<file path="config.mk">
export PLATFORM = sky130hd
export DESIGN_NAME = magic_delimited_packet_deframer_flat
export DESIGN_NICKNAME = d
export VERILOG_FILES = /design/src/design/mdpd_pkg.sv /design/src/design/mdpd_if.sv /design/src/design/mdpd_cell.sv /design/src/design/mdpd_ctrl.sv /design/src/design/mdpd_outbuf.sv /design/src/design/magic_delimited_packet_deframer.sv /design/src/flat_wrapper.sv
export SDC_FILE = /design/constraint.sdc
export NUM_CORES = 1
export LEC_CHECK = 0
export ABC_AREA = 1
export BUFFER_PORTS_ARGS = -buffer_cell sky130_fd_sc_hd__buf_2
export CORE_UTILIZATION = 64
export CTS_CLUSTER_DIAMETER = 40
export DETAILED_ROUTE_END_ITERATION = 10
export GPL_ROUTABILITY_DRIVEN = 0
export GPL_TIMING_DRIVEN = 0
export PLACE_DENSITY = 0.95
export SLEW_MARGIN = 20
export SYNTH_ARGS = -nofsm -noshare
export SYNTH_HDL_FRONTEND = slang
export SYNTH_SLANG_ARGS = --single-unit
</file>
<file path="constraint.sdc">
create_clock -name clk -period 4.87 [get_ports clk]
set_input_delay 0.2435 -clock clk [delete_from_list [all_inputs] [get_ports clk]]
set_output_delay 0.2435 -clock clk [all_outputs]
set_load 0.005 [all_outputs]
</file>
<file path="src/design/mdpd_pkg.sv">
// ----------------------------------------------------------------------------
// mdpd_pkg
// Shared constants, codes and types of the magic-delimited packet deframer.
// ----------------------------------------------------------------------------
package mdpd_pkg;

  // Delimiter length in bytes and derived widths.
  localparam int MAGIC_BYTES = 4;
  localparam int WIN_W       = 8 * MAGIC_BYTES;

  // Configuration port.
  localparam int CFG_W     = 32;
  localparam int CFG_IDX_W = 1;

  typedef enum logic [CFG_IDX_W-1:0] {
    REG_MAGIC_PATTERN  = 1'd0,
    REG_MAX_PACKET_LEN = 1'd1
  } cfg_reg_t;

  localparam logic [31:0] MAGIC_RESET   = 32'd0;
  localparam logic [15:0] MAX_LEN_RESET = 16'd1033;

  // Length counter.
  localparam int               CNT_W   = 16;
  localparam logic [CNT_W-1:0] CNT_MAX = '1;
  localparam logic [CNT_W-1:0] MB_CNT  = CNT_W'(MAGIC_BYTES);
  localparam logic [CNT_W-1:0] TWO_MB  = CNT_W'(2 * MAGIC_BYTES);

  // Result codes.
  localparam logic [1:0] KIND_OPCODE  = 2'd0;
  localparam logic [1:0] KIND_PAYLOAD = 2'd1;
  localparam logic [1:0] KIND_END     = 2'd2;

  localparam logic [1:0] STATUS_GOOD     = 2'd0;
  localparam logic [1:0] STATUS_TOO_LONG = 2'd1;
  localparam logic [1:0] STATUS_EMPTY    = 2'd2;

  // Framing state.
  typedef enum logic {
    ST_HUNT   = 1'b0,
    ST_PACKET = 1'b1
  } frame_state_t;

  // Output queue.
  localparam int FIFO_DEPTH = 3;
  localparam int FIFO_PTR_W = 2;
  localparam int FIFO_CNT_W = 2;

  typedef struct packed {
    logic [7:0] out_byte;
    logic [1:0] kind;
    logic [1:0] status;
    logic       last;
  } result_t;

  typedef struct packed {
    logic    valid;
    result_t data;
  } res_msg_t;

endpackage

</file>
<file path="src/design/mdpd_if.sv">
// ----------------------------------------------------------------------------
// mdpd_rx_if / mdpd_tx_if
// Valid/ready channels for received bytes and for deframed result words.
// ----------------------------------------------------------------------------
interface mdpd_rx_if;
  logic       valid;
  logic       ready;
  logic [7:0] in_byte;

  modport source (output valid, output in_byte, input ready);
  modport sink   (input valid, input in_byte, output ready);
endinterface

interface mdpd_tx_if;
  logic       valid;
  logic       ready;
  logic [7:0] out_byte;
  logic [1:0] kind;
  logic [1:0] status;
  logic       last;

  modport source (output valid, output out_byte, output kind, output status,
                  output last, input ready);
  modport sink   (input valid, input out_byte, input kind, input status,
                  input last, output ready);
endinterface

</file>
<file path="src/design/mdpd_cell.sv">
// ----------------------------------------------------------------------------
// mdpd_cell
// One byte position of the delimiter window: holds a byte, passes it on to
// the next older position on every shift and compares it with its magic byte.
// ----------------------------------------------------------------------------
module mdpd_cell (
  input  logic       clk,
  input  logic       rst,
  input  logic       shift_en,
  input  logic [7:0] byte_in,
  input  logic [7:0] magic_byte,
  output logic [7:0] byte_q,
  output logic       hit
);

  // Byte storage, loaded from the younger neighbor on every shift.
  always_ff @(posedge clk) begin
    if (rst) begin
      byte_q <= 8'd0;
    end else if (shift_en) begin
      byte_q <= byte_in;
    end
  end

  // Local compare against this position's delimiter byte.
  assign hit = (byte_q == magic_byte);

endmodule

</file>
<file path="src/design/mdpd_ctrl.sv">
// ----------------------------------------------------------------------------
// mdpd_ctrl
// Framing controller: tracks hunt/packet state and the saturating length
// count, and forms one result word per window position when one is due.
// ----------------------------------------------------------------------------
module mdpd_ctrl import mdpd_pkg::*; (
  input  logic        clk,
  input  logic        rst,
  input  logic        win_v,
  input  logic        match,
  input  logic [7:0]  oldest_byte,
  input  logic [15:0] max_len,
  output res_msg_t    res
);

  frame_state_t     state, state_next;
  logic [CNT_W-1:0] cnt, cnt_next;
  logic [CNT_W-1:0] cnt_inc;
  logic             footer;

  // Saturating increment of the length count.
  assign cnt_inc = (cnt == CNT_MAX) ? cnt : cnt + CNT_W'(1);
  assign footer  = match && (cnt_inc >= TWO_MB);

  // Next state and next count.
  always_comb begin
    state_next = state;
    cnt_next   = cnt;
    if (win_v) begin
      case (state)
        ST_HUNT: begin
          if (match && (cnt_inc >= MB_CNT)) begin
            state_next = ST_PACKET;
            cnt_next   = MB_CNT;
          end else begin
            cnt_next = cnt_inc;
          end
        end
        ST_PACKET: begin
          if (footer) begin
            // A good footer ends the packet; a rejected one opens the next.
            if ((cnt_inc != TWO_MB) && (cnt_inc <= max_len)) begin
              state_next = ST_HUNT;
              cnt_next   = '0;
            end else begin
              cnt_next = MB_CNT;
            end
          end else begin
            cnt_next = cnt_inc;
          end
        end
        default: begin
          state_next = ST_HUNT;
          cnt_next   = '0;
        end
      endcase
    end
  end

  // Result word for this window position.
  always_comb begin
    res = '0;
    case (state)
      ST_HUNT: begin
        res.valid = 1'b0;
      end
      ST_PACKET: begin
        if (win_v && footer) begin
          res.valid       = 1'b1;
          res.data.kind   = KIND_END;
          res.data.last   = 1'b1;
          if (cnt_inc == TWO_MB) begin
            res.data.status = STATUS_EMPTY;
          end else if (cnt_inc > max_len) begin
            res.data.status = STATUS_TOO_LONG;
          end else begin
            res.data.status = STATUS_GOOD;
          end
        end else if (win_v && (cnt_inc >= TWO_MB)) begin
          res.valid         = 1'b1;
          res.data.out_byte = oldest_byte;
          res.data.kind     = (cnt_inc == TWO_MB) ? KIND_OPCODE : KIND_PAYLOAD;
        end
      end
      default: begin
        res.valid = 1'b0;
      end
    endcase
  end

  // State registers.
  always_ff @(posedge clk) begin
    if (rst) begin
      state <= ST_HUNT;
      cnt   <= '0;
    end else begin
      state <= state_next;
      cnt   <= cnt_next;
    end
  end

endmodule

</file>
<file path="src/design/mdpd_outbuf.sv">
// ----------------------------------------------------------------------------
// mdpd_outbuf
// Three-word output queue. It reserves room for the word still in the window
// stage, so a result in flight always finds a free slot.
// ----------------------------------------------------------------------------
module mdpd_outbuf import mdpd_pkg::*; (
  input  logic      clk,
  input  logic      rst,
  input  res_msg_t  res,
  input  logic      win_v,
  output logic      has_room,
  mdpd_tx_if.source tx
);

  result_t               slot [FIFO_DEPTH];
  logic [FIFO_PTR_W-1:0] wr_ptr, rd_ptr;
  logic [FIFO_CNT_W-1:0] cnt;
  logic                  push, pop;
  logic [FIFO_CNT_W:0]   occupancy;

  assign push = res.valid;
  assign pop  = tx.valid && tx.ready;

  // Room for one more byte counts the queue and the word in the window stage.
  assign occupancy = {1'b0, cnt} + (FIFO_CNT_W+1)'(win_v);
  assign has_room  = (occupancy < (FIFO_CNT_W+1)'(FIFO_DEPTH));

  // Head of the queue drives the channel.
  assign tx.valid    = (cnt != '0);
  assign tx.out_byte = slot[rd_ptr].out_byte;
  assign tx.kind     = slot[rd_ptr].kind;
  assign tx.status   = slot[rd_ptr].status;
  assign tx.last     = slot[rd_ptr].last;

  // Slot storage.
  always_ff @(posedge clk) begin
    if (push) begin
      slot[wr_ptr] <= res.data;
    end
  end

  // Pointers and fill count.
  always_ff @(posedge clk) begin
    if (rst) begin
      wr_ptr <= '0;
      rd_ptr <= '0;
      cnt    <= '0;
    end else begin
      if (push) begin
        wr_ptr <= (wr_ptr == FIFO_PTR_W'(FIFO_DEPTH-1)) ? '0 : wr_ptr + FIFO_PTR_W'(1);
      end
      if (pop) begin
        rd_ptr <= (rd_ptr == FIFO_PTR_W'(FIFO_DEPTH-1)) ? '0 : rd_ptr + FIFO_PTR_W'(1);
      end
      if (push && !pop) begin
        cnt <= cnt + FIFO_CNT_W'(1);
      end else if (pop && !push) begin
        cnt <= cnt - FIFO_CNT_W'(1);
      end
    end
  end

endmodule

</file>
<file path="src/design/magic_delimited_packet_deframer.sv">
// ----------------------------------------------------------------------------
// magic_delimited_packet_deframer
// Finds packets framed by a magic word at both ends in a byte stream and
// emits opcode, payload and end-marker words.
//
//   Channel  Dir  Word                           Handshake
//   rx_ch    in   in_byte[7:0]                   valid/ready
//   tx_ch    out  out_byte[7:0] kind status last valid/ready
//   cfg      in   cfg_index, cfg_data[31:0]      cfg_we, no back-pressure
//
// One byte is taken per cycle while rx_ch.ready is high. A byte shifts into
// the cell row at acceptance; its result word enters the output queue on
// the next cycle. rx_ch.ready drops only when the three-word output queue
// and the window stage together are full.
// Synchronous reset clears the window, framing state and queue; the
// registers return to magic 0 and limit 1033.
// ----------------------------------------------------------------------------
module magic_delimited_packet_deframer import mdpd_pkg::*; (
  input  logic                 clk,
  input  logic                 rst,
  mdpd_rx_if.sink              rx_ch,
  mdpd_tx_if.source            tx_ch,
  input  logic                 cfg_we,
  input  logic [CFG_IDX_W-1:0] cfg_index,
  input  logic [CFG_W-1:0]     cfg_data
);

  logic [31:0]      magic_pattern;
  logic [15:0]      max_packet_len;
  logic [WIN_W-1:0] magic_ext;
  logic             accept;
  logic             win_v;
  logic             has_room;
  logic [7:0]       link [MAGIC_BYTES+1];
  logic [MAGIC_BYTES-1:0] hit;
  res_msg_t         res;

  // Configuration registers.
  always_ff @(posedge clk) begin
    if (rst) begin
      magic_pattern  <= MAGIC_RESET;
      max_packet_len <= MAX_LEN_RESET;
    end else if (cfg_we) begin
      case (cfg_reg_t'(cfg_index))
        REG_MAGIC_PATTERN:  magic_pattern  <= cfg_data[31:0];
        REG_MAX_PACKET_LEN: max_packet_len <= cfg_data[15:0];
        default: begin
          magic_pattern <= magic_pattern;
        end
      endcase
    end
  end

  // Delimiter bytes above bit 31 read as zero.
  assign magic_ext = WIN_W'(magic_pattern);

  // Input handshake.
  assign rx_ch.ready = has_room;
  assign accept      = rx_ch.valid && rx_ch.ready;

  // Window stage valid.
  always_ff @(posedge clk) begin
    if (rst) begin
      win_v <= 1'b0;
    end else begin
      win_v <= accept;
    end
  end

  // Row of window cells, newest byte in cell 0.
  assign link[0] = rx_ch.in_byte;

  for (genvar k = 0; k < MAGIC_BYTES; k++) begin : g_cell
    mdpd_cell u_cell (
      .clk        (clk),
      .rst        (rst),
      .shift_en   (accept),
      .byte_in    (link[k]),
      .magic_byte (magic_ext[8*k +: 8]),
      .byte_q     (link[k+1]),
      .hit        (hit[k])
    );
  end

  // Framing control.
  mdpd_ctrl u_ctrl (
    .clk         (clk),
    .rst         (rst),
    .win_v       (win_v),
    .match       (&hit),
    .oldest_byte (link[MAGIC_BYTES]),
    .max_len     (max_packet_len),
    .res         (res)
  );

  // Output queue.
  mdpd_outbuf u_outbuf (
    .clk      (clk),
    .rst      (rst),
    .res      (res),
    .win_v    (win_v),
    .has_room (has_room),
    .tx       (tx_ch)
  );

endmodule

</file>
<file path="src/flat_wrapper.sv">
// flat-port wrapper written by rule: the top's interface ports become plain ports
module magic_delimited_packet_deframer_flat import mdpd_pkg::*;
  (clk, rst, cfg_we, cfg_index, cfg_data, rx_ch_valid, rx_ch_in_byte, rx_ch_ready, tx_ch_valid, tx_ch_out_byte, tx_ch_kind, tx_ch_status, tx_ch_last, tx_ch_ready);
  mdpd_rx_if rx_ch_i ();
  mdpd_tx_if tx_ch_i ();
  input  logic clk;
  input  logic rst;
  input  logic cfg_we;
  input  logic [CFG_IDX_W-1:0] cfg_index;
  input  logic [CFG_W-1:0] cfg_data;
  input wire logic [$bits(rx_ch_i.valid)-1:0] rx_ch_valid;
  input wire logic [$bits(rx_ch_i.in_byte)-1:0] rx_ch_in_byte;
  output wire logic [$bits(rx_ch_i.ready)-1:0] rx_ch_ready;
  output wire logic [$bits(tx_ch_i.valid)-1:0] tx_ch_valid;
  output wire logic [$bits(tx_ch_i.out_byte)-1:0] tx_ch_out_byte;
  output wire logic [$bits(tx_ch_i.kind)-1:0] tx_ch_kind;
  output wire logic [$bits(tx_ch_i.status)-1:0] tx_ch_status;
  output wire logic [$bits(tx_ch_i.last)-1:0] tx_ch_last;
  input wire logic [$bits(tx_ch_i.ready)-1:0] tx_ch_ready;
  assign rx_ch_i.valid = rx_ch_valid;
  assign rx_ch_i.in_byte = rx_ch_in_byte;
  assign rx_ch_ready = rx_ch_i.ready;
  assign tx_ch_valid = tx_ch_i.valid;
  assign tx_ch_out_byte = tx_ch_i.out_byte;
  assign tx_ch_kind = tx_ch_i.kind;
  assign tx_ch_status = tx_ch_i.status;
  assign tx_ch_last = tx_ch_i.last;
  assign tx_ch_i.ready = tx_ch_ready;
  magic_delimited_packet_deframer u_core (.clk(clk), .rst(rst), .rx_ch(rx_ch_i), .tx_ch(tx_ch_i), .cfg_we(cfg_we), .cfg_index(cfg_index), .cfg_data(cfg_data));
endmodule
</file>
* Word level (Yosys, flattened, before mapping) *
Memories as Yosys holds them, arrays and structs flattened. A register that Yosys moved wholly into a read port is not among the register bits.
Index checks and enable logic that the tools add are counted.

cells by class
  $add $sub $neg = 6
  $lt $le $gt $ge = 5
  eq/ne operators = 9
  muxes and demuxes = 27
  bitwise gates (word level) = 2
  reductions and logical operators = 16

operators with widths
  cell                                                                     number
  16-bit 2-to-1 mux                                                        3
  8-bit equality test                                                      4
  16-bit one-hot mux with 2 select lines                                   1
  16-bit by 1-bit adder with 16-bit output (second input constant)         1
  16-bit equality test (second input constant)                             1
  16-bit by 4-bit equality test with 1-bit output (second input constant)  1
  16-bit by 3-bit >= comparator with 1-bit output (second input constant)  1
  16-bit by 4-bit >= comparator with 1-bit output (second input constant)  1
  16-bit greater-than comparator                                           1
  16-bit <= comparator                                                     1
  2-bit 2-to-1 mux                                                         8
  16-bit by 4-bit != test with 1-bit output (second input constant)        1
  13-bit 2-to-1 mux                                                        1
  11-bit 2-to-1 mux                                                        1
  1-bit logical AND                                                        9
  1-bit 2-to-1 mux                                                         8
  8-bit 2-to-1 mux                                                         1
  2-bit by 1-bit adder with 2-bit output (second input constant)           3
  3-bit 2-to-1 mux                                                         2
  2-bit equality test (second input constant)                              2
  1-bit one-hot mux with 2 select lines                                    2
  2-bit AND reduction                                                      2
  4-bit AND reduction                                                      1
  2-bit nonzero test                                                       2
  other kinds (5)                                                          7

storage, ports and cells
  register bits after elaboration = 104
  memory bits (writable) = 39
  input port bits = 46
  output and inout port bits = 15
  word-level logic and storage cells = 78
  memories = 1

memory list
  memory                depth  width  read ports  clocked after Yosys merged registers in  write ports  line               source
  u_core.u_outbuf.slot  3      13     1           1                                        1            mdpd_outbuf.sv:15  result_t slot [FIFO_DEPTH];

* Logic depth before layout (Yosys ltp) *
Gate-level depths: netlist (run 1).

  depth in word-level cells = 11
  depth in mapped cells = 22
  mapped depth without buffers = 21

* Cells and area by module *
From an unflattened synthesis (run 1), not the netlist that was laid out.

second synthesis, totals
  cells, all modules = 1,070
  area, all modules = 7,917.6 um^2

modules (own cells, without submodules)
  module                           instances  cells an instance  area an instance (um^2)  seq. area each (um^2)
  mdpd_ctrl                        1          339                2,165.8                  340.3
  magic_delimited_packet_deframer  1          286                2,063.2                  980.9
  mdpd_cell                        4          74                 462.9                    160.2
  mdpd_outbuf                      1          149                1,836.8                  1,331.3

* Worst setup path after synthesis (run 1) *
OpenSTA, ideal clock, no wires.

  path type = register -> register
  start = register u_core.u_ctrl.cnt[0]
  end = memory u_core.u_outbuf.slot[2][10] (netlist bit) (enable)
  setup time = 0.396 ns
  arrival = 2.362 ns
  data required time = 4.474 ns
  slack = 2.111 ns
  cell stages (with the launch flop) = 11
  buffers on the path = 1
  period minus slack after synthesis = 2.759 ns
  path through = dfxtp_1 > ha_1 > nand3_1 > nor2_1 > nand2_2 > buf_4 > nand3_2 > nor2_2 > nand3_2 > nand2_1 > nor3_1

between the ends
  word-level cells in the longest chain between the ends = 9
  elaborated cells on any way between the ends = 12
  classes of those cells = add/sub (1); order compare (1); eq/ne (1); mux (6); reduce/logical (3)

RTL lines
  element                                                                                  line                              source
  start: declaration                                                                       mdpd_ctrl.sv:17                   logic [CNT_W-1:0] cnt, cnt_next;
  start signal: assignment                                                                 mdpd_ctrl.sv:98                   cnt <= cnt_next;
  16-bit by 1-bit adder with 16-bit output / 16-bit equality test (equally long branches)  mdpd_ctrl.sv:22                   assign cnt_inc = (cnt == CNT_MAX) ? cnt : cnt + CNT_W'(1);
  16-bit 2-to-1 mux *                                                                      mdpd_ctrl.sv:22
  16-bit by 4-bit >= comparator with 1-bit output *                                        mdpd_ctrl.sv:23, mdpd_ctrl.sv:79
  1-bit logical AND, on equally long branches                                              mdpd_ctrl.sv:79, mdpd_ctrl.sv:23
  11-bit 2-to-1 mux / 1-bit logical AND (equally long branches)                            mdpd_ctrl.sv:79, mdpd_ctrl.sv:68
  1-bit 2-to-1 mux *                                                                       mdpd_ctrl.sv:68                   if (win_v && footer) begin
  1-bit one-hot mux with 2 select lines *                                                  mdpd_ctrl.sv:63                   case (state)
  1-bit 2-to-1 mux *                                                                       mdpd_outbuf.sv:37                 if (push) begin
  1-bit 2-to-1 mux (not written as such) *                                                 mdpd_outbuf.sv:38                 slot[wr_ptr] <= res.data;
  end: declaration                                                                         mdpd_outbuf.sv:15

Mark *: on every way between the ends. The rest lies on a longest branch, timed or not.

==> impl_metrics.prom, run 1 <==
# TYPE chip_impl_metric gauge
chip_impl_metric{name="total_leakage_power",unit="uW"} 0.003524
chip_impl_info{name="failed_checks",value="design-rule violations"} 1
chip_impl_metric{name="placedCellCount",unit=""} 1037
chip_impl_metric{name="fmaxAchievable",unit="MHz"} 268.0
chip_impl_metric{name="port_buffers",unit=""} 59
chip_impl_metric{name="boundaryPins",unit=""} 61
chip_impl_metric{name="insertion_delay",unit="ps"} 560
chip_impl_metric{name="drt_pass1_iterations",unit=""} 11
chip_impl_metric{name="initial_core_util",unit="%"} 67.01
chip_impl_metric{name="pwr-share-seq",unit="%"} 43.8
chip_impl_info{name="synth_top_cells_by_area",value="dfxtp_1 32%, edfxtp_1 16%, nand2_1 8.2%"} 1
chip_impl_metric{name="cts_max_path_buffers",unit=""} 2
chip_impl_info{name="cts_tree",value="yes"} 1
chip_impl_metric{name="count_of_endpoints_failing_hold_in_the_final_timing_report",unit=""} 0
chip_impl_metric{name="power.density",unit="mW/mm2"} 367.1
chip_impl_info{name="critPathCaptureType",value="flip-flop"} 1
chip_impl_metric{name="max-slew-margin-rel",unit="%"} 43.76
chip_impl_metric{name="drtIter0Drc",unit=""} 1547
chip_impl_metric{name="timing.final.setup_violations",unit=""} 0
chip_impl_metric{name="synth_enable_flop_cells",unit=""} 36
chip_impl_metric{name="ctsHoldBuffers",unit=""} 34
chip_impl_metric{name="comb_power_share",unit="%"} 12.0
chip_impl_metric{name="post-cts-setup-buffer-count",unit=""} 0
chip_impl_metric{name="ys_seq_elements",unit=""} 142
chip_impl_info{name="cts.root.buffer_cell",value="clkbuf_8"} 1
chip_impl_metric{name="floorplan.die.width",unit="um"} 104.1
chip_impl_info{name="cp-start-kind",value="flip-flop"} 1
chip_impl_metric{name="post_synth_num_cell_types",unit=""} 34
chip_impl_metric{name="dr_total_vias",unit=""} 7361
chip_impl_metric{name="synth_sequential_area_ratio",unit="%"} 48.02
chip_impl_metric{name="final_period_minus_worst_setup_slack",unit="ps"} 3732
chip_impl_metric{name="wire_length_of_the_first_global_routing_pass",unit="um"} 37330
chip_impl_metric{name="cts-buffers-inserted",unit=""} 17
chip_impl_metric{name="tightest_slew",unit="ps"} 843.5
chip_impl_metric{name="fill_cells",unit=""} 480
chip_impl_metric{name="routed_via_density",unit=""} 6.668
chip_impl_metric{name="synth.cell_area",unit="mm2"} 0.006670
chip_impl_metric{name="yosysWarningCount",unit=""} 0
chip_impl_metric{name="critical_path.max_stage_delay",unit="ps"} 450
chip_impl_info{name="setup.worst_path.class",value="flip-flop to flip-flop"} 1
chip_impl_metric{name="finalClockSkew",unit="ps"} 12.87
chip_impl_info{name="cp_slowest_cell",value="dfxtp_1"} 1
chip_impl_metric{name="min_path_cells",unit=""} 3
chip_impl_metric{name="grt_max_degree",unit=""} 19
chip_impl_metric{name="coreArea",unit="mm2"} 0.009955
chip_impl_metric{name="routedWlPerCell",unit="um"} 21.64
chip_impl_metric{name="post_cts_resized",unit=""} 0
chip_impl_metric{name="track_usage",unit="%"} 45.46
chip_impl_metric{name="timing.max_cap.violations",unit=""} 0
chip_impl_metric{name="area_delta_synth_final",unit="%"} 21.18
chip_impl_metric{name="avgSynthCellArea",unit="um2"} 7.903
chip_impl_metric{name="path_clk_slew",unit="ps"} 70
chip_impl_metric{name="arrival",unit="ps"} 4160
chip_impl_metric{name="final_antenna_net_count",unit=""} 0
chip_impl_metric{name="initial_antenna_violation_count",unit=""} 2
chip_impl_metric{name="total_die_area",unit="mm2"} 0.01083
chip_impl_metric{name="power.ir.vdd_worst",unit="mV"} 0.3730
chip_impl_metric{name="die_h",unit="um"} 104.1
chip_impl_metric{name="power_switching_share",unit="%"} 30.79
chip_impl_metric{name="grt_pass1_vias",unit=""} 7207
chip_impl_metric{name="timing.final.max_slew_violations",unit=""} 0
chip_impl_info{name="path_cells",value="ha_1, nand3_1, inv_1, nand2_1, xor2_1, nand3_1, nor2_1, nand3_2, nand2_1, inv_1, ha_1, a21oi_1, o21ai_0, o21ai_0, a21oi_1"} 1
chip_impl_metric{name="final_period_util",unit="%"} 76.63
chip_impl_metric{name="yosysTopAreaCellShare",unit="%"} 31.81
chip_impl_metric{name="nNetsFinal",unit=""} 1022
chip_impl_info{name="outcome",value="complete, but fails checks"} 1
chip_impl_metric{name="internal_power_summed_over_all_cells",unit="uW"} 2054
chip_impl_metric{name="switching_power",unit="uW"} 913.8
chip_impl_metric{name="synth-async-reset-ratio",unit="%"} 0
chip_impl_metric{name="path_depth_of_the_worst_reg2reg_path",unit=""} 15
chip_impl_metric{name="final_layout_size_suffix_gt1_share",unit="%"} 15.57
chip_impl_metric{name="synth_fp_nets",unit=""} 909
chip_impl_metric{name="cp_data_required_time",unit="ps"} 5300
chip_impl_info{name="synth_common_cells",value="146 x nand2_1, 113 x nor2_1, 106 x dfxtp_1"} 1
chip_impl_info{name="synth_top_cell_by_area",value="dfxtp_1"} 1
chip_impl_metric{name="std_cell_rows",unit=""} 36
chip_impl_info{name="yosysMostFrequentCell",value="nand2_1"} 1
chip_impl_metric{name="grt-ovfl-total",unit=""} 0
chip_impl_metric{name="cts_sinks",unit=""} 142
chip_impl_metric{name="tns",unit="ps"} 0
chip_impl_info{name="holdCritPathClass",value="primary input to flip-flop"} 1
chip_impl_metric{name="post-dp-hpwl",unit="um"} 11990
chip_impl_info{name="synth_ff_type",value="dfxtp_1"} 1
chip_impl_metric{name="synth_cells",unit=""} 844
chip_impl_metric{name="layoutNonFillerInstCount",unit=""} 1104
chip_impl_metric{name="finalWirelength",unit="um"} 23890
chip_impl_metric{name="drc_errors",unit=""} 4
chip_impl_metric{name="cts-htree-levels",unit=""} 4
chip_impl_metric{name="critical_path_peak_fanout",unit=""} 7
chip_impl_info{name="grt_setup_unrepaired",value="no"} 1
chip_impl_metric{name="clkPwrFrac",unit="%"} 44.2
kinds of logic after synthesis:
family / share of synthesized area, %
xor gates and xnor gates: 3.020
and+or+nand+nor: 24.03
adders and majority gates: 3.564
AOI/OAI and AO/OA: 14.67
DFF: 48.02
buffers and inverters: 6.697
placed cells by master (no fill, tap or decap), drive strengths merged, types with 34 or more instances in the layout:
cell type    instances
a21oi              101
edfxtp              36
clkbuf              47
dlygate4sd3         34
o21ai               72
inv                 86
nor2               122
nand2              161
nand3               42
dfxtp              106
buf                 65
per-layer routing:
layer,wire (um),GRT usage [%]
met1,7550,49.92
met3,3245,17.54
met4,2725,38.16
met5,13,0
met2,10360,69.43
power groups by stage:
stage                     clock network [uW]  logic [uW]  registers, uW
after floorplan                            0         188           1300
after global placement                     0         267           1310
after detailed placement                   0         280           1320
after CTS                               1290         315           1290
after global routing                    1340         374           1300
final                                   1310         356           1300
sequential cells by signal, summed over array words and instances, names as in the netlist, named ones only:
name	cells
u_core.u_outbuf.slot	36
u_core.u_ctrl.cnt	16
u_core.win_v	1
u_core.u_outbuf.cnt	2
u_core.u_outbuf.rd_ptr	2
u_core.g_cell.u_cell.byte_q	32
u_core.u_outbuf.wr_ptr	2
u_core.u_ctrl.state	1
u_core.magic_ext	32
u_core.max_packet_len	16
layout make-up:
cell class | instances | area [um2] | share of cell area (%)
diodes | 1 | 2.502 | 0.03096
inverters | 78 | 292.8 | 3.622
repair buffers | 94 | 643.1 | 7.957
plain buffers | 35 | 153.9 | 1.904
multi-input cells | 589 | 3025 | 37.43
clock inverters | 15 | 181.4 | 2.245
well taps | 133 | 166.4 | 2.059
clock buffers | 17 | 414.1 | 5.124
flip-flops and latches | 142 | 3203 | 39.63
final timing paths:
kind | startpoint | end | slack (ps)
worst min register to register | u_core.max_packet_len[15]$_SDFFE_PP0P_ | u_core.max_packet_len[15]$_SDFFE_PP0P_ | 500
worst min-delay path | rx_ch_in_byte[1] | u_core.g_cell[0].u_cell.byte_q[1]$_SDFFE_PP0P_ | 5
worst max-delay path | u_core.u_ctrl.cnt[0]$_SDFFE_PP0P_ | u_core.u_outbuf.cnt[1]$_SDFFE_PP0P_ | 1140
worst max register to register | u_core.u_ctrl.cnt[0]$_SDFFE_PP0P_ | u_core.u_outbuf.cnt[1]$_SDFFE_PP0P_ | 1140
worst max-delay path, delay by kind of cell, from the launching register on:
family                     cells  cell delay (ps)
DFF                            1              450
and+or+nand+nor                6             1040
adders and majority gates      2              760
buffers and inverters          2              270
AOI/OAI and AO/OA              4              860
xor gates and xnor gates       1              220
per-stage QoR:
stage / total power (uW) / setup WS (ps) / hold WS, ps / area, um2 / util [%]
after global placement: 1579 / 1389 / 448.1 / 7132 / 71.64
after global routing: 3017 / 1101 / 9.402 / 8083 / 81.20
final: 2967 / 1138 / 5.371 / 8083 / 81.20
after CTS: 2893 / 1616 / 1.022 / 8080 / 81.17
after floorplan: 1491 / 2111 / 356.7 / 6670 / -
after detailed placement: 1595 / 1737 / 460.5 / 7144 / 71.77
Note: power is estimated with default switching activity, not from simulation.
==> inputs of run 2 (changes only) <==
- ABC_AREA: 1 -> 0
- CORE_UTILIZATION: 64 -> 54
- PLACE_DENSITY: 0.95 -> 0.87
- clock period: 4.87 -> 3.2 ns (I/O delays scaled with it)
==> impl_metrics.prom, run 2 <==
# TYPE chip_impl_metric gauge
chip_impl_info{name="layout_commonest_cell",value="nand2_1"} 1
chip_impl_info{name="setup.worst_path.class",value="flip-flop to flip-flop"} 1
chip_impl_metric{name="count_of_endpoints_failing_hold_in_the_final_timing_report",unit=""} 0
chip_impl_metric{name="area_delta_synth_final",unit="%"} 29.32
chip_impl_info{name="outcome",value="complete, but fails checks"} 1
chip_impl_info{name="cts.root.buffer_cell",value="clkbuf_16"} 1
chip_impl_metric{name="cp_num_buf_inv",unit=""} 3
chip_impl_metric{name="coreArea",unit="mm2"} 0.01196
chip_impl_metric{name="initial_core_util",unit="%"} 55.40
chip_impl_metric{name="cp_data_required_time",unit="ps"} 3570
chip_impl_metric{name="multi_input_comb_area",unit="mm2"} 0.003348
chip_impl_metric{name="cts_sinks",unit=""} 142
chip_impl_metric{name="die_h",unit="um"} 112.8
chip_impl_info{name="registers.top_by_ff_count",value="u_core.u_outbuf.slot"} 1
chip_impl_info{name="synth_common_cells",value="193 x nand2_1, 106 x dfxtp_1, 90 x a21oi_1"} 1
chip_impl_metric{name="finalWirelength",unit="um"} 20050
chip_impl_metric{name="insertion_delay",unit="ps"} 440
chip_impl_metric{name="post_synth_num_cell_types",unit=""} 61
chip_impl_metric{name="drtIter0Drc",unit=""} 799
chip_impl_metric{name="final_layout_size_suffix_gt1_share",unit="%"} 18.64
chip_impl_metric{name="report.power.total",unit="uW"} 4440
chip_impl_metric{name="routed_via_density",unit=""} 6.157
chip_impl_metric{name="initial_antenna_violation_count",unit=""} 0
chip_impl_metric{name="finalClockSkew",unit="ps"} 12.85
chip_impl_info{name="synth_top_cells_by_area",value="dfxtp_1 32%, edfxtp_1 16%, nand2_1 11%"} 1
chip_impl_metric{name="seqCellArea",unit="mm2"} 0.003222
chip_impl_metric{name="synth_cells",unit=""} 748
chip_impl_metric{name="worst_case_hold_slack",unit="ps"} 2.573
chip_impl_metric{name="fill_cells",unit=""} 757
chip_impl_metric{name="routedWlPerCell",unit="um"} 19.22
chip_impl_metric{name="cts_max_path_buffers",unit=""} 2
chip_impl_info{name="cts_tree",value="yes"} 1
chip_impl_info{name="path_delay_family",value="compound AO/OA/AOI/OAI gates"} 1
chip_impl_metric{name="grt_pass1_vias",unit=""} 6047
chip_impl_metric{name="dr_total_vias",unit=""} 6422
chip_impl_metric{name="path_clk_slew",unit="ps"} 70
chip_impl_info{name="path_cells",value="and4_4, buf_6, buf_4, o2111ai_1, o21ai_0, nand4b_1, o311ai_4, inv_1, ha_1, or3_1, a21oi_1"} 1
chip_impl_metric{name="avgSynthCellArea",unit="um2"} 8.859
chip_impl_metric{name="total_die_area",unit="mm2"} 0.01272
chip_impl_metric{name="synth_enable_flop_cells",unit=""} 36
chip_impl_metric{name="ys_seq_elements",unit=""} 142
chip_impl_info{name="synth_ff_type",value="dfxtp_1"} 1
chip_impl_metric{name="port_buffers",unit=""} 59
chip_impl_info{name="yosysMostFrequentCell",value="nand2_1"} 1
chip_impl_metric{name="power.ir.vdd_worst",unit="mV"} 0.3898
chip_impl_metric{name="final_core_util",unit="%"} 71.64
chip_impl_metric{name="timing.final.ws_setup",unit="ps"} -224.0
chip_impl_info{name="holdCritPathClass",value="primary input to flip-flop"} 1
chip_impl_metric{name="timing.final.max_slew_violations",unit=""} 0
chip_impl_metric{name="max-slew-margin-rel",unit="%"} 35.51
chip_impl_metric{name="synth.cell_area",unit="mm2"} 0.006626
chip_impl_metric{name="final_period_minus_worst_setup_slack",unit="ps"} 3424
chip_impl_metric{name="synth-async-reset-ratio",unit="%"} 0
chip_impl_metric{name="final_antenna_net_count",unit=""} 0
chip_impl_info{name="grt_setup_unrepaired",value="yes"} 1
chip_impl_metric{name="std_cell_rows",unit=""} 40
chip_impl_metric{name="rrSetupSlack",unit="ps"} -220
chip_impl_metric{name="boundaryPins",unit=""} 61
chip_impl_metric{name="arrival",unit="ps"} 3790
chip_impl_metric{name="nNetsFinal",unit=""} 948
chip_impl_metric{name="yosysWarningCount",unit=""} 0
chip_impl_info{name="cp_slowest_cell",value="o311ai_4"} 1
chip_impl_metric{name="drt_pass1_iterations",unit=""} 8
chip_impl_info{name="final_cell_mix",value="191 x nand2_1, 97 x dfxtp_1, 90 x a21oi_1"} 1
chip_impl_metric{name="timing.final.setup_violations",unit=""} 60
chip_impl_metric{name="critical_path.max_stage_delay",unit="ps"} 450
chip_impl_info{name="cp-start-kind",value="flip-flop"} 1
chip_impl_metric{name="yosysTopAreaCellShare",unit="%"} 32.02
chip_impl_metric{name="tightest_slew",unit="ps"} 960.0
chip_impl_metric{name="total_leakage_power",unit="uW"} 0.003403
chip_impl_metric{name="wire_length_of_the_first_global_routing_pass",unit="um"} 29200
chip_impl_metric{name="cts-buffers-inserted",unit=""} 17
chip_impl_metric{name="final_period_util",unit="%"} 107.0
chip_impl_metric{name="synth_fp_nets",unit=""} 813
chip_impl_metric{name="grt-ovfl-total",unit=""} 0
chip_impl_metric{name="fmaxAchievable",unit="MHz"} 292.1
chip_impl_metric{name="power.density",unit="mW/mm2"} 518.1
chip_impl_metric{name="critical_path_peak_fanout",unit=""} 8
chip_impl_metric{name="largest_reg_flops",unit=""} 36
chip_impl_metric{name="drc_errors",unit=""} 2
chip_impl_metric{name="num_antenna_cells",unit=""} 0
chip_impl_info{name="synth_top_cell_by_area",value="dfxtp_1"} 1
chip_impl_metric{name="cts-htree-levels",unit=""} 4
chip_impl_info{name="failed_checks",value="design-rule violations, negative setup slack"} 1
chip_impl_metric{name="track_usage",unit="%"} 29.89
chip_impl_info{name="critPathCaptureType",value="flip-flop"} 1
chip_impl_metric{name="timing.max_cap.violations",unit=""} 0
chip_impl_metric{name="synth_sequential_area_ratio",unit="%"} 48.34
chip_impl_metric{name="floorplan.die.width",unit="um"} 112.8
chip_impl_metric{name="post-dp-hpwl",unit="um"} 11340
chip_impl_metric{name="grt_max_degree",unit=""} 17
run 2: timing repair:
item / 4_1_cts / 5_1_grt
cloned: 1 / 0
setup buffers: 12 / 11
pin swaps: 13 / 12
endpoints found under the hold margin: 40 / 0
hold buffers: 36 / 0
gates resized for setup: 39 / 19
setup endpoints to repair: 40 / 75
run 2: final cells by class:
| cell class | count | share of cell area, % |
|---|---|---|
| timing repair buffer | 119 | 10.05 |
| tap | 147 | 2.146 |
| buffer | 46 | 2.760 |
| multi-input combinational | 538 | 39.07 |
| clock buffer | 23 | 5.709 |
| clock inverter | 9 | 1.840 |
| inverter | 19 | 0.8322 |
| sequential | 142 | 37.60 |
run 2: cell families after synthesis:
logic type	share of synthesized area (%)
AND/OR/NAND/NOR	20.90
buffers and inverters	4.381
flip-flops	48.34
AO/OA/AOI/OAI	13.99
multiplexers	2.436
adder cells (fa/ha/maj)	3.739
XOR/XNOR	6.212
run 2: final timing paths:
path                                               from                                    end  depth (start not counted)
hold reg to reg   u_core.max_packet_len[1]$_SDFFE_PP0P_  u_core.max_packet_len[1]$_SDFFE_PP0P_                          2
hold / removal                              cfg_data[2]  u_core.max_packet_len[2]$_SDFFE_PP0P_                          3
setup reg to reg     u_core.u_ctrl.cnt[15]$_SDFFE_PP0P_    u_core.u_outbuf.cnt[1]$_SDFFE_PP0P_                         11
setup / recovery     u_core.u_ctrl.cnt[15]$_SDFFE_PP0P_    u_core.u_outbuf.cnt[1]$_SDFFE_PP0P_                         11
run 2: per-stage QoR:
stage | setup TNS (ps) | setup WS (ps) | cells | cell area, um2
after global placement | -10370 | -589.8 | 954 | 7131
after detailed placement | -4979 | -672.2 | 955 | 7143
after floorplan | 0 | 6.921 | 748 | 6651
after CTS | 0 | 4.387 | 1032 | 8359
final | -4850 | -224.0 | 1043 | 8569
after global routing | -7957 | -309.0 | 1043 | 8569
run 2: worst register-to-register path, cell delays in order (launching register included):
cell and delay, ps:
dfxtp_2 430, and4_4 290, buf_6 140, buf_4 130, o2111ai_1 150, o21ai_0 390
nand4b_1 410, o311ai_4 450, inv_1 110, ha_1 330, or3_1 380, a21oi_1 150
run 2: where the power goes:
part	internal [uW]	switching [uW]
Combinational	150	199
Clock	1390	777
Sequential	1880	43.4
Total	3420	1020
run 2: layer usage:
metal	global-route usage (%)	vias to the layer above	wire length, um
met5	0	-	0
met4	20.18	0	1271
met3	6.106	146	1817
met2	50.33	442	9597
met1	34.52	2967	7358
li1	-	2867	-
==> inputs of run 3 (changes only) <==
- CORE_UTILIZATION: 54 -> 56
- CTS_BUF_LIST: unset -> sky130_fd_sc_hd__clkbuf_4
- CTS_CLUSTER_SIZE: unset -> 20
- GPL_ROUTABILITY_DRIVEN: 0 -> unset
- PLACE_DENSITY: 0.87 -> 0.9
==> impl_metrics.prom, run 3 (synthesis gave the netlist of run 2 again) <==
# TYPE chip_impl_metric gauge
chip_impl_info{name="registers.top_by_ff_count",value="u_core.u_outbuf.slot"} 1
chip_impl_info{name="cp-start-kind",value="flip-flop"} 1
chip_impl_info{name="start_point_of_the_worst_min_delay_path",value="cfg_we"} 1
chip_impl_metric{name="timing.final.max_slew_violations",unit=""} 0
chip_impl_metric{name="largest_reg_flops",unit=""} 36
chip_impl_info{name="cts.root.buffer_cell",value="clkbuf_4"} 1
chip_impl_metric{name="placedCellCount",unit=""} 951
chip_impl_metric{name="dr_total_vias",unit=""} 6315
chip_impl_metric{name="cts_sinks",unit=""} 142
chip_impl_info{name="outcome",value="complete, but fails checks"} 1
chip_impl_info{name="holdCritPathClass",value="primary input to flip-flop"} 1
chip_impl_metric{name="floorplan.die.width",unit="um"} 110.8
chip_impl_metric{name="arrival",unit="ps"} 3820
chip_impl_metric{name="track_usage",unit="%"} 28.68
chip_impl_metric{name="place_congestion",unit=""} 0.9151
chip_impl_metric{name="min_path_cells",unit=""} 4
chip_impl_metric{name="grt_max_degree",unit=""} 17
chip_impl_metric{name="report.power.total",unit="uW"} 3427
chip_impl_metric{name="grt-ovfl-total",unit=""} 0
chip_impl_metric{name="timing.max_cap.violations",unit=""} 0
chip_impl_metric{name="power.ir.vdd_worst",unit="mV"} 0.2945
chip_impl_metric{name="final_period_minus_worst_setup_slack",unit="ps"} 3395
chip_impl_metric{name="switching_power",unit="uW"} 985.4
chip_impl_metric{name="rrSetupSlack",unit="ps"} -190
chip_impl_metric{name="post-dp-hpwl",unit="um"} 11010
chip_impl_metric{name="final_antenna_net_count",unit=""} 0
chip_impl_metric{name="pwr-share-seq",unit="%"} 55.7
chip_impl_info{name="timing.rr.end",value="u_core.u_ctrl.cnt[2]$_SDFFE_PP0P_"} 1
chip_impl_metric{name="path_depth_of_the_worst_reg2reg_path",unit=""} 14
chip_impl_metric{name="tns",unit="ps"} -819.9
chip_impl_info{name="cp_slowest_cell",value="dfxtp_4"} 1
chip_impl_info{name="setup.worst_path.class",value="flip-flop to flip-flop"} 1
chip_impl_metric{name="num_antenna_cells",unit=""} 0
chip_impl_metric{name="final_layout_size_suffix_gt1_share",unit="%"} 20.02
chip_impl_metric{name="total_die_area",unit="mm2"} 0.01227
chip_impl_metric{name="count_of_endpoints_failing_hold_in_the_final_timing_report",unit=""} 0
chip_impl_metric{name="initial_core_util",unit="%"} 57.79
chip_impl_metric{name="nNetsFinal",unit=""} 961
chip_impl_metric{name="critical_path_peak_fanout",unit=""} 10
chip_impl_metric{name="timing.final.ws_setup",unit="ps"} -194.6
chip_impl_metric{name="drt_pass1_iterations",unit=""} 6
chip_impl_metric{name="boundaryPins",unit=""} 61
chip_impl_metric{name="finalClockSkew",unit="ps"} 26.88
chip_impl_metric{name="comb_power_share",unit="%"} 10.7
chip_impl_metric{name="power.density",unit="mW/mm2"} 412.7
chip_impl_metric{name="insertion_delay",unit="ps"} 580
chip_impl_info{name="critPathCaptureType",value="flip-flop"} 1
chip_impl_info{name="worstReg2RegStart",value="u_core.u_ctrl.cnt[10]$_SDFFE_PP0P_"} 1
chip_impl_info{name="layout_commonest_cell",value="nand2_1"} 1
chip_impl_metric{name="path_clk_slew",unit="ps"} 140
chip_impl_metric{name="die_h",unit="um"} 110.8
chip_impl_metric{name="routed_via_density",unit=""} 6.003
chip_impl_metric{name="finalWirelength",unit="um"} 19080
chip_impl_metric{name="initial_antenna_violation_count",unit=""} 0
chip_impl_metric{name="port_buffers",unit=""} 59
chip_impl_metric{name="max-slew-margin-rel",unit="%"} 37.45
chip_impl_info{name="hold_end",value="u_core.max_packet_len[1]$_SDFFE_PP0P_"} 1
chip_impl_info{name="failed_checks",value="negative setup slack"} 1
chip_impl_metric{name="routedWlPerCell",unit="um"} 18.13
chip_impl_metric{name="grt_pass1_vias",unit=""} 5897
chip_impl_info{name="path_cells",value="and4_4, clkbuf_8, nand4_1, nand2_2, nor3_4, xor2_2, ha_1, a2111oi_2, o21ai_1, a221oi_2, a21boi_2, o22ai_2, nor4b_2, a311oi_1"} 1
chip_impl_metric{name="layoutNonFillerInstCount",unit=""} 1052
chip_impl_metric{name="wire_length_of_the_first_global_routing_pass",unit="um"} 27950
chip_impl_metric{name="timing.final.setup_violations",unit=""} 6
chip_impl_metric{name="final_period_util",unit="%"} 106.1
chip_impl_metric{name="area_delta_synth_final",unit="%"} 25.32
chip_impl_info{name="final_cell_mix",value="191 x nand2_1, 91 x dfxtp_1, 90 x a21oi_1"} 1
chip_impl_metric{name="power_switching_share",unit="%"} 28.76
chip_impl_metric{name="critical_path.max_stage_delay",unit="ps"} 390
chip_impl_metric{name="fmaxAchievable",unit="MHz"} 294.6
chip_impl_metric{name="total_leakage_power",unit="uW"} 0.003307
chip_impl_metric{name="internal_power_summed_over_all_cells",unit="uW"} 2441
chip_impl_metric{name="cts_max_path_buffers",unit=""} 2
chip_impl_metric{name="coreArea",unit="mm2"} 0.01147
chip_impl_metric{name="cp_data_required_time",unit="ps"} 3620
chip_impl_metric{name="cts-buffers-inserted",unit=""} 17
chip_impl_info{name="cts_tree",value="yes"} 1
chip_impl_metric{name="tightest_slew",unit="ps"} 930.3
chip_impl_metric{name="drc_errors",unit=""} 0
chip_impl_metric{name="clkPwrFrac",unit="%"} 33.6
chip_impl_metric{name="cts-htree-levels",unit=""} 4
chip_impl_info{name="grt_setup_unrepaired",value="yes"} 1
chip_impl_metric{name="drtIter0Drc",unit=""} 592
chip_impl_metric{name="std_cell_rows",unit=""} 39
run 3: layout make-up:
cell class,count,area [um2]
inverters,19,71.32
well taps,143,178.9
fillers,712,3163
multi-input cells,537,3313
repair buffers,136,998.5
clock inverters,15,152.6
plain buffers,43,212.7
flip-flops and latches,142,3249
clock buffers,17,127.6
run 3: through the flow:
stage,area [um2],setup slack (ps),utilization (%),hold slack [ps]
2_1_floorplan,6651,6.921,-,284.2
3_3_place_gp,7126,-539.1,62.14,402.6
3_5_place_dp,7138,-543.6,62.25,406.4
4_1_cts,8009,-40.34,69.84,55.32
5_1_grt,8304,-256.9,72.42,83.01
6_report,8304,-194.6,72.42,76.03
run 3: layer usage:
layer | global-route usage [%] | up-vias | share of wire, %
met5 | 0 | - | 0
met4 | 14.93 | 0 | 4.7
met3 | 5.522 | 105 | 8.4
met2 | 48.90 | 402 | 49
met1 | 34.32 | 2909 | 38
li1 | - | 2899 | -
run 3: power groups by stage:
stage | sequential [uW] | combinational, uW | clock [uW]
after floorplan | 1940 | 190 | 0
after global placement | 1950 | 275 | 0
after detailed placement | 1950 | 281 | 0
after CTS | 1910 | 332 | 1140
after global routing | 1910 | 395 | 1230
final | 1910 | 365 | 1150
run 3: worst max path at each step:
stage	startpoint	to	slack, ps	depth (start not counted)
5_1_grt	u_core.u_ctrl.cnt[2]$_SDFFE_PP0P_	u_core.u_ctrl.cnt[2]$_SDFFE_PP0P_	-260	14
3_5_place_dp	u_core.u_ctrl.cnt[8]$_SDFFE_PP0P_	u_core.u_ctrl.cnt[2]$_SDFFE_PP0P_	-540	15
3_3_place_gp	u_core.u_ctrl.cnt[1]$_SDFFE_PP0P_	u_core.u_outbuf.slot[0][6]$_DFFE_PP_	-540	8
6_report	u_core.u_ctrl.cnt[10]$_SDFFE_PP0P_	u_core.u_ctrl.cnt[2]$_SDFFE_PP0P_	-190	14
4_1_cts	u_core.u_ctrl.cnt[10]$_SDFFE_PP0P_	u_core.u_ctrl.cnt[2]$_SDFFE_PP0P_	-40	14
2_1_floorplan	u_core.u_ctrl.cnt[1]$_SDFFE_PP0P_	u_core.u_outbuf.slot[0][1]$_DFFE_PP_	7	14
run 3: worst max-delay path, delay by kind of cell, from the launching register on:
kind | cells | cell delay [ps]
AND/OR/NAND/NOR | 5 | 950
buffers and inverters | 1 | 170
adder cells (fa/ha/maj) | 1 | 330
flip-flops | 1 | 390
XOR/XNOR | 1 | 160
AO/OA/AOI/OAI | 6 | 1230
run 3: repair_timing:
action / 4_1_cts / 5_1_grt
gates resized for setup: 36 / 31
setup buffers: 8 / 26
pin swaps: 13 / 13
hold buffers: 42 / 0
endpoints found under the hold margin: 61 / 0
setup endpoints to repair: 40 / 39
